### src/hw/rtl/plinorm_pkg.sv
// Shared types and constants for the piecewise linear inverse normal block.
// Used by every module under hw/rtl; depends on nothing else.
package plinorm_pkg;

  // Number of segments in the coefficient table.
  localparam int TABLE_ENTRIES = 16;
  localparam int SEG_W = (TABLE_ENTRIES > 1) ? $clog2(TABLE_ENTRIES) : 1;

  localparam int IN_TDATA_W  = 136;
  localparam int OUT_TDATA_W = 40;

  localparam logic signed [31:0] DEV_MAX = 32'sh7FFF_FFFF;
  localparam logic signed [31:0] DEV_MIN = 32'sh8000_0000;

  // Item kinds carried on in_tuser.
  localparam logic ACT_SAMPLE = 1'b0;
  localparam logic ACT_WRITE  = 1'b1;

  typedef struct packed {
    logic               action;
    logic [31:0]        sample;
    logic [3:0]         entry_index;
    logic signed [31:0] intercept;
    logic signed [63:0] slope;
    logic               last;
  } in_item_t;

  // Reflected sample with the coefficients of its segment.
  typedef struct packed {
    logic [31:0]        u;
    logic               neg;
    logic [SEG_W-1:0]   seg;
    logic signed [31:0] intercept;
    logic signed [63:0] slope;
    logic               last;
  } sel_t;

  // Partial products of slope * u, ready to be summed.
  typedef struct packed {
    logic signed [63:0] p_hi;
    logic [31:0]        lo_top;
    logic signed [31:0] intercept;
    logic               neg;
    logic [SEG_W-1:0]   seg;
    logic               last;
  } prod_t;

endpackage

### src/hw/rtl/plinorm_front.sv
// Input register, coefficient table, reflection and segment selection.
// Depends on plinorm_pkg.
module plinorm_front (
  input  logic                 clk,
  input  logic                 rst_n,
  input  logic                 in_valid,
  output logic                 in_ready,
  input  plinorm_pkg::in_item_t in_item,
  output logic                 out_valid,
  input  logic                 out_ready,
  output plinorm_pkg::sel_t    out_sel
);

  logic                  s1_v_r;
  plinorm_pkg::in_item_t s1_r;

  logic signed [31:0] icpt_tab_r  [plinorm_pkg::TABLE_ENTRIES];
  logic signed [63:0] slope_tab_r [plinorm_pkg::TABLE_ENTRIES];

  logic                          wr_en;
  logic [plinorm_pkg::SEG_W-1:0] wr_addr;
  logic                          neg;
  logic [31:0]                   u_ref;
  logic [plinorm_pkg::SEG_W-1:0] seg;

  // Leading-zero count, limited to the last table entry. A zero input
  // counts as 32 and is limited too.
  function automatic logic [plinorm_pkg::SEG_W-1:0] seg_of(input logic [31:0] v);
    int n;
    n = 32;
    for (int i = 0; i < 32; i++) begin
      if (v[i]) begin
        n = 31 - i;
      end
    end
    if (n > plinorm_pkg::TABLE_ENTRIES - 1) begin
      n = plinorm_pkg::TABLE_ENTRIES - 1;
    end
    return plinorm_pkg::SEG_W'(n);
  endfunction

  // A write item leaves the input register at once; a sample waits for the multiplier.
  assign in_ready  = !s1_v_r || (s1_r.action == plinorm_pkg::ACT_WRITE) || out_ready;
  assign out_valid = s1_v_r && (s1_r.action == plinorm_pkg::ACT_SAMPLE);

  always_ff @(posedge clk) begin
    if (!rst_n) begin
      s1_v_r <= 1'b0;
    end else if (in_ready) begin
      s1_v_r <= in_valid;
    end
    if (in_ready && in_valid) begin
      s1_r <= in_item;
    end
  end

  // Writes are done from the input register, so a sample sees exactly
  // the writes that were accepted before it.
  assign wr_en   = s1_v_r && (s1_r.action == plinorm_pkg::ACT_WRITE) &&
                   (32'(s1_r.entry_index) < 32'(plinorm_pkg::TABLE_ENTRIES));
  assign wr_addr = plinorm_pkg::SEG_W'(s1_r.entry_index);

  always_ff @(posedge clk) begin
    if (wr_en) begin
      icpt_tab_r[wr_addr]  <= s1_r.intercept;
      slope_tab_r[wr_addr] <= s1_r.slope;
    end
  end

  // One half and above fold to 1-u; one half itself stays one half.
  assign neg   = s1_r.sample[31];
  assign u_ref = neg ? (32'd0 - s1_r.sample) : s1_r.sample;
  assign seg   = seg_of(u_ref);

  always_comb begin
    out_sel.u         = u_ref;
    out_sel.neg       = neg;
    out_sel.seg       = seg;
    out_sel.intercept = icpt_tab_r[seg];
    out_sel.slope     = slope_tab_r[seg];
    out_sel.last      = s1_r.last;
  end

  // Segment zero is chosen exactly when the folded sample has its top bit set.
  a_seg_zero : assert property (@(posedge clk) disable iff (!rst_n)
    out_valid |-> ((seg == '0) == u_ref[31]))
    else $error("segment selection does not match the folded sample");

endmodule

### config.mk
export PLATFORM = sky130hd
export DESIGN_NAME = plinorm_front
export DESIGN_NICKNAME = d
export VERILOG_FILES = /design/src/hw/rtl/plinorm_pkg.sv /design/src/hw/rtl/plinorm_front.sv
export SDC_FILE = /design/constraint.sdc
export NUM_CORES = 2
export LEC_CHECK = 0
export ABC_AREA = 1
export BUFFER_PORTS_ARGS = -buffer_cell sky130_fd_sc_hd__buf_4
export CAP_MARGIN = 20
export CORE_ASPECT_RATIO = 0.6
export CORE_UTILIZATION = 45
export CTS_CLUSTER_DIAMETER = 40
export CTS_CLUSTER_SIZE = 8
export DETAILED_ROUTE_END_ITERATION = 10
export HOLD_SLACK_MARGIN = 0.02
export PLACE_DENSITY_LB_ADDON = 0.2
export SLEW_MARGIN = 20
export SYNTH_ARGS = -nofsm -noshare
export SYNTH_HDL_FRONTEND = slang
export SYNTH_SLANG_ARGS = --single-unit
### constraint.sdc
create_clock -name clk -period 14 [get_ports clk]
set_clock_uncertainty 0.15 [all_clocks]
set_input_delay 2.8 -clock clk [delete_from_list [all_inputs] [get_ports clk]]
set_output_delay 2.8 -clock clk [all_outputs]
set_load 0.05 [all_outputs]
# --- Word-level counts from Yosys, hierarchy flattened ---
# Memories as Yosys holds them, arrays and structs flattened.
# Cells that the tools add are included.
classes:
  addsub: 1
  magnitude_cmp: 1
  n_mux: 36
  bitwise_logic: 1
  n_reduce_logical: 6
op_table:
  columns: ["cell", "count"]
  rows:
  - ["32-bit 2-to-1 mux", 32]
  - ["32-bit by 5-bit > comparator with 1-bit output, second input constant", 1]
  - ["1-bit by 32-bit subtractor with 32-bit output, first input constant", 1]
  - ["6-bit 2-to-1 mux", 1]
  - ["4-bit 2-to-1 mux", 1]
  - ["1-bit logical AND", 3]
  - ["1-bit logical OR", 2]
  - ["1-bit 2-to-1 mux", 2]
  - ["1-bit zero test", 1]
  - ["1-bit inverter", 1]
totals:
  register_bits: 135
  ramBits: 1536
  in_bits: 138
  out_inout_bits: 136
  n_memories: 2
mem_list:
  columns: ["name", "depth", "word_bits", "rd", "rd_ports_with_merged_regs", "wr", "line", "text"]
  rows:
  - ["slope_tab_r", 16, 64, 1, 0, 1, "plinorm_front.sv:18", "logic signed [63:0] slope_tab_r [plinorm_pkg::TABLE_ENTRIES];"]
  - ["icpt_tab_r", 16, 32, 1, 0, 1, "plinorm_front.sv:17", "logic signed [31:0] icpt_tab_r [plinorm_pkg::TABLE_ENTRIES];"]

# --- Longest topological paths before layout ---
# An unclocked memory read counts as a cell.
depth:
  ltp_word: 37
  depth_mapped: 44
  mapped_depth_nobuf: 42

# --- Worst setup path before layout ---
# No wires, ideal clock.
synth_path:
  path_kind: "reg2out"
  from: "register s1_r[103] (netlist bit)"
  to: "output port out_sel[55] (netlist bit)"
  arrival_time_ps: 4558
  required_time_ps: 11050
  setup_slack_ps: 6492
  path_stages_with_launch: 27
  cell_sequence: "edfxtp_1 -> nor2_2 -> nand3_2 -> or2_1 -> nor2_2 -> nand3_1 -> nor2_2 -> nand2_1 -> or4_1 -> nor3_2 -> inv_2 -> nor2_2 -> inv_2 -> nor4_2 -> nor2_1 -> nand2_1 -> nor2_2 -> nand4_4 -> nand2_2 -> buf_6 -> buf_6 -> buf_2 -> nand2_1 -> nand3_1 -> nand3_1 -> nand3_1 -> nand2_1"
synth_lines:
  columns: ["item", "line", "text"]
  rows:
  - ["from (decl)", "plinorm_front.sv:15", "plinorm_pkg::in_item_t s1_r;"]
  - ["from (signal assigned)", "plinorm_front.sv:53", "s1_r <= in_item;"]
  - ["to (decl)", "plinorm_front.sv:11", "output plinorm_pkg::sel_t out_sel"]

==> metrics.yaml <==
setup_viol: 0
rows: 113
layout.nets: 6981
core_area_sq_mm: 0.1584
switchingPower_mw: 3.055
post_drt_wl_per_cell_um: 20.95
combPwrFrac_pct: 11.4
die_w_um: 517.6
reg2reg_depth: 6
cts.repair.resized: 0
syn-num-nets: 6773
synth-seq-cells: 1671
tritoncts: "built"
fillCellCount: 13820
drt_iter0_markers: 4596
cellLeakagePower_nw: 34.34
power.total_mw: 12.05
worstSetupStartpointType: "flip-flop"
fmax_mhz: 88.34
antenna_found_initial: 10
track_usage_pct: 23.09
setup_tns_ps: 0
synth_area_leaders: "edfxtp_1, nand3_1, nand2_1"
clock-sinks: 1671
firstDrtPassIters: 6
fin_area_sq_mm: 0.08184
vdd_drop_max_v: 0.0001195
p_int_mw: 8.997
synth_ff_type: "edfxtp_1"
ant_nets: 0
hold_violations: 0
end_kind: "output port"
cap_violations: 0
synth-seq-area-share_pct: 69.89
grt_pass1_vias: 44390
worst_pin_slew_ps: 1122
rsz0062_at_grt: "false"
portBuffers: 273
hold_buffers: 0
synth.avg_cell_area_sq_um: 10.82
die-area_sq_mm: 0.1612
synthArstFlopShare_pct: 0
layout-area-overhead-vs-synth_pct: 14.00
io_pins: 274
slew_headroom_pct: 25.22
placed_cell_area_sq_mm: 0.07557
worstPathRequired_ps: 11050
r2r-end: "slope_tab_r[14][48]$_DFFE_PP_"
die_h_um: 311.4
outcome: "finished, final reports clean"
postCtsSetupBuffers: 0
vias_per_cell: 5.155
drv_slew: 0
yosysTopAreaCell: "edfxtp_1"
netlist_instances: 6634
clk_pin_slew_ps: 50
ys_top_cells_by_count: "edfxtp_1, nand2_1, inv_1, nand3_1, a21oi_1"
vias: 46380
drive_above_1_share_pct: 9.205
drc: 0
dp_hpwl_um: 84130
htree_levels: 4
hp-class: "flip-flop to flip-flop"
path_max_fanout: 192
yosysWarnings: 0
syn_area_sq_mm: 0.07179
crit_path_frequent_cell: "nand2_1"
min_delay_worst_endpoint: "s1_v_r$_SDFFE_PN0N_"
hold_path.startpoint: "s1_v_r$_SDFFE_PN0N_"
power.density_mw_per_mm2: 147.3
cp.arrival_ps: 8370
synth.most_common_cell: "edfxtp_1"
overflow: 0
gp_congestion: 0.7705
switching_share_pct: 25.35
synth_enable_flop_cells: 1670
synth_top_cell_area_share_pct: 69.86
start_util_pct: 45.33
ys_types: 38
min_period_ps: 11320
clk_latency_ps: 850
grt_first_pass_wirelength_um: 282100
grt_max_degree: 194
fin_crit_sh_pct: 80.85
cts_made_buffers: 239
cts-root-buf: "clkbuf_16"
path_class: "flip-flop to output port"
crit_start: "out_sel[101]$_DFFE_PP_"
hold_depth: 4
cts_buffer_depth: 4
slowest_stage: "edfxtp_1"
power_frac_seq_pct: 46.9
critical_path.max_stage_delay_ps: 1080
worst-r2r-setup-slack_ps: 10030
r2r-start: "s1_r[133]$_DFFE_PP_"
clkPwrFrac_pct: 41.7
wirelength_um: 188500
-- state kept, by name, indices dropped and copies added (netlist names) --
signal and count:
icpt_tab_r 512, slope_tab_r 1024, s1_v_r 1, out_sel 2, wr_addr 4, s1_r 128
-- power groups by stage --
stage,clock (mW),sequential [mW],combinational [mW]
CTS,5.12,5.65,1.39
global placement,0,5.74,1.38
floorplan,0,5.72,0.980
detailed placement,0,5.75,1.38
finish,5.02,5.65,1.38
global route,5.32,5.66,1.50
-- final cells by class --
cell class	count	area, sq um	share of cell area [%]
Clock inverter	15	173.9	0.2125
Antenna cell	3	7.507	0.009173
Clock buffer	250	6086	7.436
Sequential cell	1671	50170	61.30
Tap cell	2127	2661	3.252
Multi-Input combinational cell	3283	15090	18.44
Inverter	1315	4956	6.056
Timing Repair Buffer	332	2693	3.290
-- worst max-delay path: cells and delay by family (launching register included) --
kind	cells	cell delay (ps)
buf+inv	4	2660
flops	1	1080
compound gates	1	410
simple gates	36	3170
-- cells in the final DEF, fill, tap and decap left out, types with 8 or more instances in the layout --
master | Yosys | final
inv_1 | 1307 | 1306
nor2_4 | 0 | 17
clkbuf_1 | 108 | 8
buf_12 | 0 | 16
xor2_1 | 20 | 20
nand3_1 | 1170 | 1170
clkbuf_16 | 0 | 242
edfxtp_1 | 1670 | 1670
nand3b_1 | 98 | 98
buf_4 | 12 | 316
nor2_1 | 44 | 27
nand2_1 | 1527 | 1527
a21oi_1 | 386 | 385
-- worst max-delay path by stage --
stage / endpoint / slack [ps]
global route: out_sel[45] / 2070
finish: out_sel[65] / 2680
floorplan: out_sel[55] / 6490
detailed placement: out_sel[65] / 3690
CTS: out_sel[65] / 2740
global placement: out_sel[65] / 3560
-- per-layer routing --
metal | up-vias | GRT usage [%] | share of wire, %
li1 | 22160 | - | -
met1 | 22380 | 32.96 | 45
met2 | 1532 | 36.43 | 46
met3 | 299 | 4.084 | 6.9
met4 | 10 | 6.274 | 2.3
met5 | - | 0 | 0.029
-- logic make-up after synthesis --
family | share of synthesized area, %
adders and majority gates | 0.01743
xor gates and xnor gates | 0.2789
and+or+nand+nor | 17.62
buffers and inverters | 9.339
DFF | 69.89
AOI/OAI and AO/OA | 2.858
-- per-stage QoR --
step | utilization [%] | hold slack (ps) | cells | setup slack, ps
after floorplan | - | 511.4 | 6634 | 6492
after global placement | 47.71 | 453.1 | 8727 | 3563
after detailed placement | 47.72 | 460.9 | 8728 | 3690
after CTS | 51.68 | 466.0 | 8993 | 2740
after global routing | 51.68 | 522.1 | 8995 | 2072
final | 51.68 | 459.4 | 8996 | 2681
Power figures use the tool's default switching activity.
