===== src/hw/rtl/plinorm_pkg.sv =====
// Shared types and constants for the piecewise linear inverse normal block.
// Used by every module under hw/rtl; depends on nothing else.
package plinorm_pkg;

  // Number of segments in the coefficient table.
  localparam int TABLE_ENTRIES = 16;
  localparam int SEG_W = (TABLE_ENTRIES > 1) ? $clog2(TABLE_ENTRIES) : 1;

  localparam int IN_TDATA_W  = 136;
  localparam int OUT_TDATA_W = 40;

  localparam logic signed [31:0] DEV_MAX = 32'sh7FFF_FFFF;
  localparam logic signed [31:0] DEV_MIN = 32'sh8000_0000;

  // Item kinds carried on in_tuser.
  localparam logic ACT_SAMPLE = 1'b0;
  localparam logic ACT_WRITE  = 1'b1;

  typedef struct packed {
    logic               action;
    logic [31:0]        sample;
    logic [3:0]         entry_index;
    logic signed [31:0] intercept;
    logic signed [63:0] slope;
    logic               last;
  } in_item_t;

  // Reflected sample with the coefficients of its segment.
  typedef struct packed {
    logic [31:0]        u;
    logic               neg;
    logic [SEG_W-1:0]   seg;
    logic signed [31:0] intercept;
    logic signed [63:0] slope;
    logic               last;
  } sel_t;

  // Partial products of slope * u, ready to be summed.
  typedef struct packed {
    logic signed [63:0] p_hi;
    logic [31:0]        lo_top;
    logic signed [31:0] intercept;
    logic               neg;
    logic [SEG_W-1:0]   seg;
    logic               last;
  } prod_t;

endpackage


===== src/hw/rtl/plinorm_fin.sv =====
// Final stages: sum and saturation, then sign restore and the result register.
// Depends on plinorm_pkg.
module plinorm_fin (
  input  logic               clk,
  input  logic               rst_n,
  input  logic               in_valid,
  output logic               in_ready,
  input  plinorm_pkg::prod_t in_prod,
  output logic               out_valid,
  input  logic               out_ready,
  output logic signed [31:0] out_deviate,
  output logic [3:0]         out_segment,
  output logic               out_last
);

  logic               b_v_r;
  plinorm_pkg::prod_t b_r;

  logic                          c_v_r;
  logic signed [31:0]            c_z_r;
  logic                          c_neg_r;
  logic [plinorm_pkg::SEG_W-1:0] c_seg_r;
  logic                          c_last_r;

  logic                          d_v_r;
  logic signed [31:0]            d_dev_r;
  logic [plinorm_pkg::SEG_W-1:0] d_seg_r;
  logic                          d_last_r;

  logic               ready_b;
  logic               ready_c;
  logic               ready_d;
  logic signed [65:0] sum;
  logic signed [31:0] z_nxt;
  logic signed [31:0] dev_nxt;

  assign ready_d  = !d_v_r || out_ready;
  assign ready_c  = !c_v_r || ready_d;
  assign ready_b  = !b_v_r || ready_c;
  assign in_ready = ready_b;

  assign sum = 66'(b_r.p_hi) + $signed({34'b0, b_r.lo_top}) + 66'(b_r.intercept);

  always_comb begin
    if (sum > 66'(plinorm_pkg::DEV_MAX)) begin
      z_nxt = plinorm_pkg::DEV_MAX;
    end else if (sum < 66'(plinorm_pkg::DEV_MIN)) begin
      z_nxt = plinorm_pkg::DEV_MIN;
    end else begin
      z_nxt = sum[31:0];
    end
  end

  // Negating the most negative value saturates to the most positive.
  always_comb begin
    if (!c_neg_r) begin
      dev_nxt = c_z_r;
    end else if (c_z_r == plinorm_pkg::DEV_MIN) begin
      dev_nxt = plinorm_pkg::DEV_MAX;
    end else begin
      dev_nxt = -c_z_r;
    end
  end

  always_ff @(posedge clk) begin
    if (!rst_n) begin
      b_v_r <= 1'b0;
      c_v_r <= 1'b0;
      d_v_r <= 1'b0;
    end else begin
      if (ready_b) begin
        b_v_r <= in_valid;
      end
      if (ready_c) begin
        c_v_r <= b_v_r;
      end
      if (ready_d) begin
        d_v_r <= c_v_r;
      end
    end
    if (ready_b && in_valid) begin
      b_r <= in_prod;
    end
    if (ready_c && b_v_r) begin
      c_z_r    <= z_nxt;
      c_neg_r  <= b_r.neg;
      c_seg_r  <= b_r.seg;
      c_last_r <= b_r.last;
    end
    if (ready_d && c_v_r) begin
      d_dev_r  <= dev_nxt;
      d_seg_r  <= c_seg_r;
      d_last_r <= c_last_r;
    end
  end

  assign out_valid   = d_v_r;
  assign out_deviate = d_dev_r;
  assign out_segment = 4'(d_seg_r);
  assign out_last    = d_last_r;

  // A folded sample can never give the most negative deviate.
  a_neg_no_min : assert property (@(posedge clk) disable iff (!rst_n)
    (c_v_r && ready_d && c_neg_r) |=> (d_dev_r != plinorm_pkg::DEV_MIN))
    else $error("folded sample produced the most negative deviate");

endmodule


===== config.mk =====
export PLATFORM = sky130hd
export DESIGN_NAME = plinorm_fin
export DESIGN_NICKNAME = d
export VERILOG_FILES = /design/src/hw/rtl/plinorm_pkg.sv /design/src/hw/rtl/plinorm_fin.sv
export SDC_FILE = /design/constraint.sdc
export NUM_CORES = 1
export LEC_CHECK = 0
export BUFFER_PORTS_ARGS = -buffer_cell sky130_fd_sc_hd__buf_2
export CAP_MARGIN = 20
export CELL_PAD_IN_SITES_DETAIL_PLACEMENT = 1
export CELL_PAD_IN_SITES_GLOBAL_PLACEMENT = 2
export CORE_ASPECT_RATIO = 0.8
export CORE_UTILIZATION = 39
export DETAILED_ROUTE_END_ITERATION = 6
export GPL_ROUTABILITY_DRIVEN = 0
export PLACE_DENSITY_LB_ADDON = 0.1
export SYNTH_ARGS = -nofsm -noshare
export SYNTH_HDL_FRONTEND = slang
export SYNTH_SLANG_ARGS = --single-unit

===== constraint.sdc =====
create_clock -name clk -period 11.1 [get_ports clk]
set_clock_uncertainty 0.15 [all_clocks]
set_input_delay 0.555 -clock clk [delete_from_list [all_inputs] [get_ports clk]]
set_output_delay 0.555 -clock clk [all_outputs]
set_load 0.03 [all_outputs]

# ---- After elaboration in Yosys (flattened, before gate mapping)
# Cells that the tools add are included.
dict set report totals {
  ff_bits 212
  latch_bits 0
  mem_bits_rw 0
  romBits 0
  input_bits 138
  output_inout_bits 39
  elab_cells 34
  mem_count 0
}
dict set report op_classes {
  addsub 3
  multipliers 0
  n_div 0
  magnitude_cmp 2
  n_eq_ne 1
  shifts 0
  mux 3
  bitwise 0
  reduce_logical 9
}
# cell count
set op_table {}
lappend op_table {{32-bit two-way mux} 3}
lappend op_table {{65-bit by 32-bit adder with 66-bit output} 1}
lappend op_table {{66-bit by 32-bit > comparator with 1-bit output, second input constant} 1}
lappend op_table {{66-bit by 32-bit < comparator with 1-bit output, second input constant} 1}
lappend op_table {{64-bit by 33-bit adder with 65-bit output} 1}
lappend op_table {{32-bit equality test, second input constant} 1}
lappend op_table {{32-bit negation} 1}
lappend op_table {{1-bit logical AND} 3}
lappend op_table {{1-bit logical NOT} 3}
lappend op_table {{1-bit logical OR} 3}

# ---- Depth between registers and ports, before layout
# Gate-level depths: netlist (run 1).
dict set report depth {
  word_depth 5
  mapped_depth 15
  mapped_depth_nobuf 14
}

# ---- Least setup slack after synthesis (run 1)
# OpenSTA, ideal clock, no wires.
dict set report synth_path {
  kind {reg2reg}
  startpoint {register b_v_r}
  endpoint {register b_r[0] (netlist name) (enable)}
  setup_time_ns 0.707
  arrival_ns 7.568
  t_required_ns 10.243
  setup_slack_ns 2.674
  path_stages_with_launch 2
  n_path_buf 0
  period_less_slack_ns 8.426
  path_cell_list {dfxtp_1 a31oi_1}
}
dict set report synth_via {
  elab_chain_len 3
}
# element line
set synth_rtl {}
lappend synth_rtl {{from (decl)} plinorm_fin.sv:16} ;# logic b_v_r;
lappend synth_rtl {{from (signal assigned)} plinorm_fin.sv:72} ;# b_v_r <= in_valid;
lappend synth_rtl {{1-bit logical NOT} plinorm_fin.sv:39} ;# assign ready_b = !b_v_r || ready_c;
lappend synth_rtl {{1-bit logical OR} plinorm_fin.sv:39}
lappend synth_rtl {{1-bit logical AND} plinorm_fin.sv:81} ;# if (ready_b && in_valid) begin
lappend synth_rtl {{to (signal assigned)} plinorm_fin.sv:82} ;# b_r <= in_prod;
lappend synth_rtl {{to (decl)} plinorm_fin.sv:17} ;# plinorm_pkg::prod_t b_r;
# Every way passes these cells.
# A chain may end at the register's enable or synchronous reset.

# ---- Final worst setup path (run 1)
dict set report layout_path {
  startpoint {register b_r[37] (netlist name)}
  endpoint {register c_z_r[3], data pin}
}
dict set report layout_via {
  elab_chain_len 3
  elab_cells_between_ends 4
  cone_classes {1 x add/sub; 2 x order compare; 1 x mux}
}
# element line
set layout_rtl {}
lappend layout_rtl {{65-bit by 32-bit adder with 66-bit output (*)} plinorm_fin.sv:42} ;# assign sum = 66'(b_r.p_hi) + $signed({34'b0, b_r.lo_top}) + 66'(b_r.intercept);
lappend layout_rtl {{66-bit by 32-bit < comparator with 1-bit output} plinorm_fin.sv:47} ;# end else if (sum < 66'(plinorm_pkg::DEV_MIN)) begin
lappend layout_rtl {{32-bit two-way mux} plinorm_fin.sv:47}
lappend layout_rtl {{to (signal assigned)} plinorm_fin.sv:85} ;# c_z_r <= z_nxt;
lappend layout_rtl {{to (decl)} plinorm_fin.sv:20} ;# logic signed [31:0] c_z_r;
# Every way passes the cells marked *; elsewhere a longest branch is shown, timed or not.

==> results of run 1 <==
[worst register-to-register path, stage by stage (launching register included)]
cell,delay (ps)
edfxtp_1,320
buf_4,360
fa_1,480
ha_1,520
nand4_1,250
nor4_4,420
a22oi_1,170
a21boi_2,330
o311ai_1,170
and2_1,270
a2111oi_0,630
and3_1,270
nand4_1,150
o31ai_4,270
buf_4,430
o21ai_1,140
[cells by family (layout without fill, tap and decap cells)]
logic type      count (synthesis)  in the layout
xor+xnor                       68             68
mux                             6              6
simple gates                  349            349
flops                         212            212
compound gates                357            357
fa+ha+maj                     130            130
buf+inv                        76            259
[synthesized netlist by cell type (5+ instances only)]
master     number  area (um2)
o21ai_0        55         275
ha_1           97        1210
xnor2_1        20         175
buf_4           6        45.0
or3_1           6        37.5
edfxtp_1      209        6280
nand4_1        30         188
xor2_1         48         420
a221oi_1        5        43.8
a21oi_1        90         450
o2111ai_1       5        43.8
nor3_1         21         105
a21o_1         29         218
and3_1         11        68.8
nand3_1        24         120
nor2b_1         6        37.5
o21a_1         13        97.6
buf_2          20         100
o21ai_2        32         280
o31ai_1        11        82.6
clkbuf_1       14        52.6
inv_1          30         113
nor2_1         55         206
fa_1           33         661
a21boi_0        8        60.1
o21bai_1       10        75.1
a211oi_1       11        82.6
o21ai_1        12        60.1
nand2_1       136         510
o211ai_1       13        97.6
nor4_1         11        68.8
or4_1           6        45.0
a31oi_1         8        50.1
and2_1          6        37.5
buf_6           5        56.3
[state kept, by name, summed over array words and instances, names as in the netlist, 4 cells and up]
| register | count |
|---|---|
| out_segment | 4 |
| out_deviate | 32 |
| c_seg_r | 4 |
| b_r | 134 |
| c_z_r | 32 |
[report_power, final]
group          switching (mW)  internal [mW]
Clock                   0.317          0.498
Sequential             0.0396          0.971
Combinational           0.697          0.382
Total                    1.05           1.85
[worst min-delay path by stage]
stage | endpoint | slack (ps) | depth (start not counted) | from
after global placement | out_segment[2] | 250 | 0 | c_seg_r[2]
after CTS | b_r[114] | 4 | 1 | in_prod[114]
after detailed placement | c_neg_r | 260 | 0 | b_r[5]
final | b_r[114] | 40 | 1 | in_prod[114]
after global routing | b_r[114] | 10 | 1 | in_prod[114]
after floorplan | c_last_r | 250 | 0 | b_r[0]
[routing by layer]
metal,wire length [um],global-route usage [%]
met1,20200,34.2
met2,14200,28.5
met3,1730,2.74
met4,504,3.65
met5,0,0
[cell type report]
class                           count  area, um2
Sequential cell                   212       6340
Multi-Input combinational cell    910       6820
Inverter                           30        113
Clock inverter                      9        131
Clock buffer                       35        683
Timing Repair Buffer              185        976
Fill cell                        3684      18200
Tap cell                          465        582
==> metrics.txt, run 1 <==
run status=complete, no violations; layout cells sized above 1=around a fifth; critical path peak fanout=34; worst-margin pin slew=1010 ps; family with the most delay on the worst path=compound AO/OA/AOI/OAI gates; R2R Path Start=b_r[37]; hold-fix buffers at CTS=0; setup TNS=0 ps; Detailed Routing Iterations Pass 1=5; GRT overflow=0; # diodes=0; most common cell after layout, fill and taps aside=edfxtp_1; clock latency on the worst-skew pair=530 ps; # placed instances=1801; Power per Cell Area=186 nW/um2; die area=35300 um2; minimum clock period=~5600 ps; Core Util, Final=46.2%; total detailed-routing wirelength=36700 um; largest family of logic cells by synthesized area=compound AO/OA/AOI/OAI gates; sequential area share after synthesis=47.0%; first-pass GRT wire length=57600 um; Avg Cell Area, Syn=11.3 um2; syn_nets=1466; Die X-Extent=210 um; final hold slack=around 45 ps; total CTS buffers=24; root buf cell=clkbuf_16; period utilisation layout=about half; Core Footprint=roughly 34000 um2; Hold Crit Class=in -> reg; VDD IR max=114 uV; Post-DP HPWL=29500 um; max_cap viols=0; Pleak=slightly above 6 nW; worst setup path class=reg -> reg; H-tree Lvls=1; post-route setup slack=5510 ps; CP Capture Type=flop; WP data required=11210 ps; Simple-Gate Fraction of Synth Area=13.1%; commonest non-fill, non-tap cells in the layout=edfxtp_1 (209), buf_2 (176), nand2_1 (136), ha_1 (97), a21oi_1 (90); Power Total=between 2 and 3 mW; post-route cell area=~16000 um2; Starting Density=39.8%; Detail Route Antenna Nets=0; reg-to-reg slack, setup=5510 ps; cell depth of the worst setup path=15; Via Count=10100; CP Launch Type=flop; Synth Area in Compound Gates=18.4%; Synth cell types=86; vias in the first global route=between 10000 and 15000; CP max stage delay=~630 ps; Post-synth EDFFs=209; CP Cell Sequence=buf_4 -> fa_1 -> ha_1 -> nand4_1 -> nor4_4 -> a22oi_1 -> a21boi_2 -> o311ai_1 -> and2_1 -> a2111oi_0 -> and3_1 -> nand4_1 -> o31ai_4 -> buf_4 -> o21ai_1; relative slew slack=32.8%; initial antenna violation count=0; Std-Cell Rows=60; Worst Reg-to-Reg Cells=15; share of flip-flops with an asynchronous set or reset=0%; DRT iter0 DRCs=522; setup violators final=0; Crit. Startpoint=b_r[37]; worst setup path end=c_z_r[3]; Post-Place Worst Slack=5480 ps; Ys Warns=0; all-layer global routing usage=between 20 and 25%; drt via density=5.45; IO buf count=176; Top FF cell, synth=edfxtp_1; synthesized flop and latch total=212; unrepaired setup endpoints after global routing=no; largest net degree at the start of global routing=95; slowest CP cell=a2111oi_0; Max Root-Sink Buffers=3; Final Non-Filler Cells=between 1500 and 2000; CP arrival=5710 ps; clk slew on worst S/H paths=60 ps; DR WL/cell=around 20 um; Post-Syn Area=13500 um2; Die Y=168 um; area growth from synthesis to layout=16.0%; CTS tree=yes; Worst Path Buf+Inv=2; xor-xnor portion of the synthesized cell area=around 4.4%; worst reg2reg endpoint=c_z_r[3]; Synth Instances=around 1200; Hold Vio Cnt, Final=0; placed cell area=14800 um2; drt drc=0; Adder-Cell Fraction of Synth Area=13.9%; I/O pin cnt=177; Post-CTS Resized=0; Post CTS Setup Buffer Count=0; Slew Viols, Final=0; multiplexer share of the synthesized area=0.464%; clock sink count=around 210; FMAX=179 MHz; Layout Nets=1631
No activity file was read; power rests on OpenSTA's default activity.
==> run 2: changes to the inputs <==
--- a/config.mk
+++ b/config.mk
@@ -5,12 +5,13 @@
 export SDC_FILE = /design/constraint.sdc
 export NUM_CORES = 1
 export LEC_CHECK = 0
+export ABC_AREA = 1
 export BUFFER_PORTS_ARGS = -buffer_cell sky130_fd_sc_hd__buf_2
 export CAP_MARGIN = 20
 export CELL_PAD_IN_SITES_DETAIL_PLACEMENT = 1
 export CELL_PAD_IN_SITES_GLOBAL_PLACEMENT = 2
 export CORE_ASPECT_RATIO = 0.8
-export CORE_UTILIZATION = 39
+export CORE_UTILIZATION = 31
 export DETAILED_ROUTE_END_ITERATION = 6
 export GPL_ROUTABILITY_DRIVEN = 0
 export PLACE_DENSITY_LB_ADDON = 0.1
==> constraint.sdc (replaced) <==
create_clock -name clk -period 4.7 [get_ports clk]
set_clock_uncertainty 0.15 [all_clocks]
set_input_delay 0.235 -clock clk [delete_from_list [all_inputs] [get_ports clk]]
set_output_delay 0.235 -clock clk [all_outputs]
set_load 0.03 [all_outputs]
==> metrics.txt, run 2 <==
run status=complete, no violations; Post-synth EDFFs=209; Core Footprint=48400 um2; CP Launch Type=flop; unrepaired setup endpoints after global routing=no; Detail Route Antenna Nets=0; most numerous cell in the Yosys netlist=nand2_1; initial antenna violation count=0; placed cell area=16900 um2; Post-Syn Area=15200 um2; metal2 WL=22100 um; clock latency on the worst-skew pair=550 ps; share of power burned in registers=36.8%; met1 WL=27000 um; sequential area share after synthesis=41.7%; Hold Path Origin=in_prod[120]; first-pass GRT wire length=between 80000 and 90000 um; commonest non-fill, non-tap cells in the layout=nand2_1 (751), inv_1 (358), edfxtp_1 (209), buf_2 (176), nor2_1 (163); Avg Cell Area, Syn=7.61 um2; Detailed Routing Iterations Pass 1=7; vias in the first global route=14300; Hold Vio Cnt, Final=0; die area=49900 um2; largest net degree at the start of global routing=93; max_cap viols=0; Die Y=200 um; root buf cell=clkbuf_16; largest area contributor in the netlist=edfxtp_1; Ys Warns=0; Post-CTS Resized=0; Largest register FFs=roughly 130; DR WL/cell=17.5 um; worst setup path class=reg -> reg; clk slew on worst S/H paths=60 ps; area growth from synthesis to layout=25.3%; Power Total=6.25 mW; worst-margin pin slew=650 ps; minimum clock period=4250 ps; CP Capture Type=flop; H-tree Lvls=1; relative slew slack=56.6%; sw power=2.29 mW; power share of the combinational group=34.6%; max layer used=met4; Synth area leaders=edfxtp_1 (41%), nand2_1 (19%), inv_1 (8.9%); Std-Cell Rows=72; Synth cell types=38; hold depth=2; I/O pin cnt=177; most common cell after layout, fill and taps aside=nand2_1; wire length on met3=1920 um; layout cells sized above 1=11.2%; VDD IR max=367 uV; GRT overflow=0; total CTS buffers=25; setup violators final=0; Max Root-Sink Buffers=3; all-layer global routing usage=21.1%; Commonest cells post-synth=nand2_1 (751), inv_1 (359), edfxtp_1 (209), nor2_1 (163), nand3_1 (121); top-area cell type share of the netlist area=around two fifths; Starting Density=a little under a third; final hold slack=241 ps; period utilisation layout=90.3%; share of flip-flops with an asynchronous set or reset=0%; Die X-Extent=250 um; Top FF cell, synth=edfxtp_1; total detailed-routing wirelength=52000 um; Post-DP HPWL=41900 um; internal power=3.96 mW; Hold Crit Class=in -> reg; DRT iter0 DRCs=618; setup TNS=0 ps; # diodes=0; synthesized flop and latch total=approximately 210; Top reg by flops=b_r; Worst Reg-to-Reg Cells=21; worst reg2reg endpoint=c_z_r[15]; CTS tree=yes; CP arrival=4390 ps; Worst Hold End=b_r[120]; Layout Nets=2604; Via Count=13800; reg-to-reg slack, setup=around 450 ps; WP data required=4850 ps; Slew Viols, Final=0; FMAX=236 MHz; critical path peak fanout=31; post-route cell area=19000 um2; IO buf count=176; Power per Cell Area=328 nW/um2; syn_nets=2264; Pleak=9.49 nW; Synth Instances=approximately 2000; drt via density=approximately 4.6; Clock power frac=between 20% and 30%; drt drc=0; R2R Path Start=b_r[37]; clock sink count=212; switching share of power=36.6%
==> run 2: worst max-delay path by stage <==
| stage | start | end |
|---|---|---|
| final | b_r[37] | c_z_r[15] |
| after global routing | b_r[37] | c_z_r[27] |
| after CTS | b_r[37] | c_z_r[15] |
| after global placement | b_r[37] | c_z_r[9] |
| after floorplan | out_valid | b_r[0] |
| after detailed placement | b_r[37] | c_z_r[13] |
==> run 2: through the flow <==
stage	setup slack, ps	util (%)	std cells
after floorplan	519	-	1996
final	454	39.4	2978
after global routing	121	39.4	2978
after CTS	420	39.3	2977
after global placement	495	35.0	2799
after detailed placement	422	35.0	2799
==> run 2: cells by family after synthesis <==
family / Yosys count / synth area share (%)
AO/OA/AOI/OAI: 110 / 3.90
XOR/XNOR: 12 / 0.692
adder cells (fa/ha/maj): 130 / 12.3
buffers and inverters: 373 / 9.52
flip-flops: 212 / 41.7
AND/OR/NAND/NOR: 1159 / 31.9
==> run 2: layout make-up <==
cell class,instances,area (um2)
flip-flops and latches,212,6340
multi-input cells,1411,7430
clock buffers,27,633
repair buffers,326,2410
fillers,5932,29300
clock inverters,13,97.6
well taps,629,787
inverters,360,1350
==> run 2: critical path: stages, from the launching register on <==
cell and delay [ps]:
edfxtp_1 490, buf_12 220, ha_1 310, ha_1 470, nand2_1 160, nor2_1 170, inv_1 100, nor2_1 180
nand2_1 210, nor3_1 300, nand2_1 180, nand2_1 110, nand2_1 70, nand2_1 70, nand2_1 50, nor2_1 90
nand2_1 60, nor2_1 130, nand4_1 120, nand3_2 100, buf_12 170, nand2_1 80
==> run 2: per-layer routing <==
layer  track usage [%]  vias to the layer above
met5                 0                        -
met1              31.0                     6516
met2              33.2                      241
met4              4.28                        0
li1                  -                     7011
met3              2.74                       51
==> run 2: what timing repair did <==
item	4_1_cts	5_1_grt
hold buffers	138	0
setup buffers	0	0
hold endpoints to repair	137	0
==> run 2: power groups by stage <==
stage	registers (mW)	logic (mW)	clock network [mW]
after floorplan	2.35	1.33	0
after global placement	2.33	2.05	0
after detailed placement	2.34	2.08	0
after CTS	2.30	2.18	1.85
after global routing	2.31	2.46	1.91
final	2.30	2.16	1.79
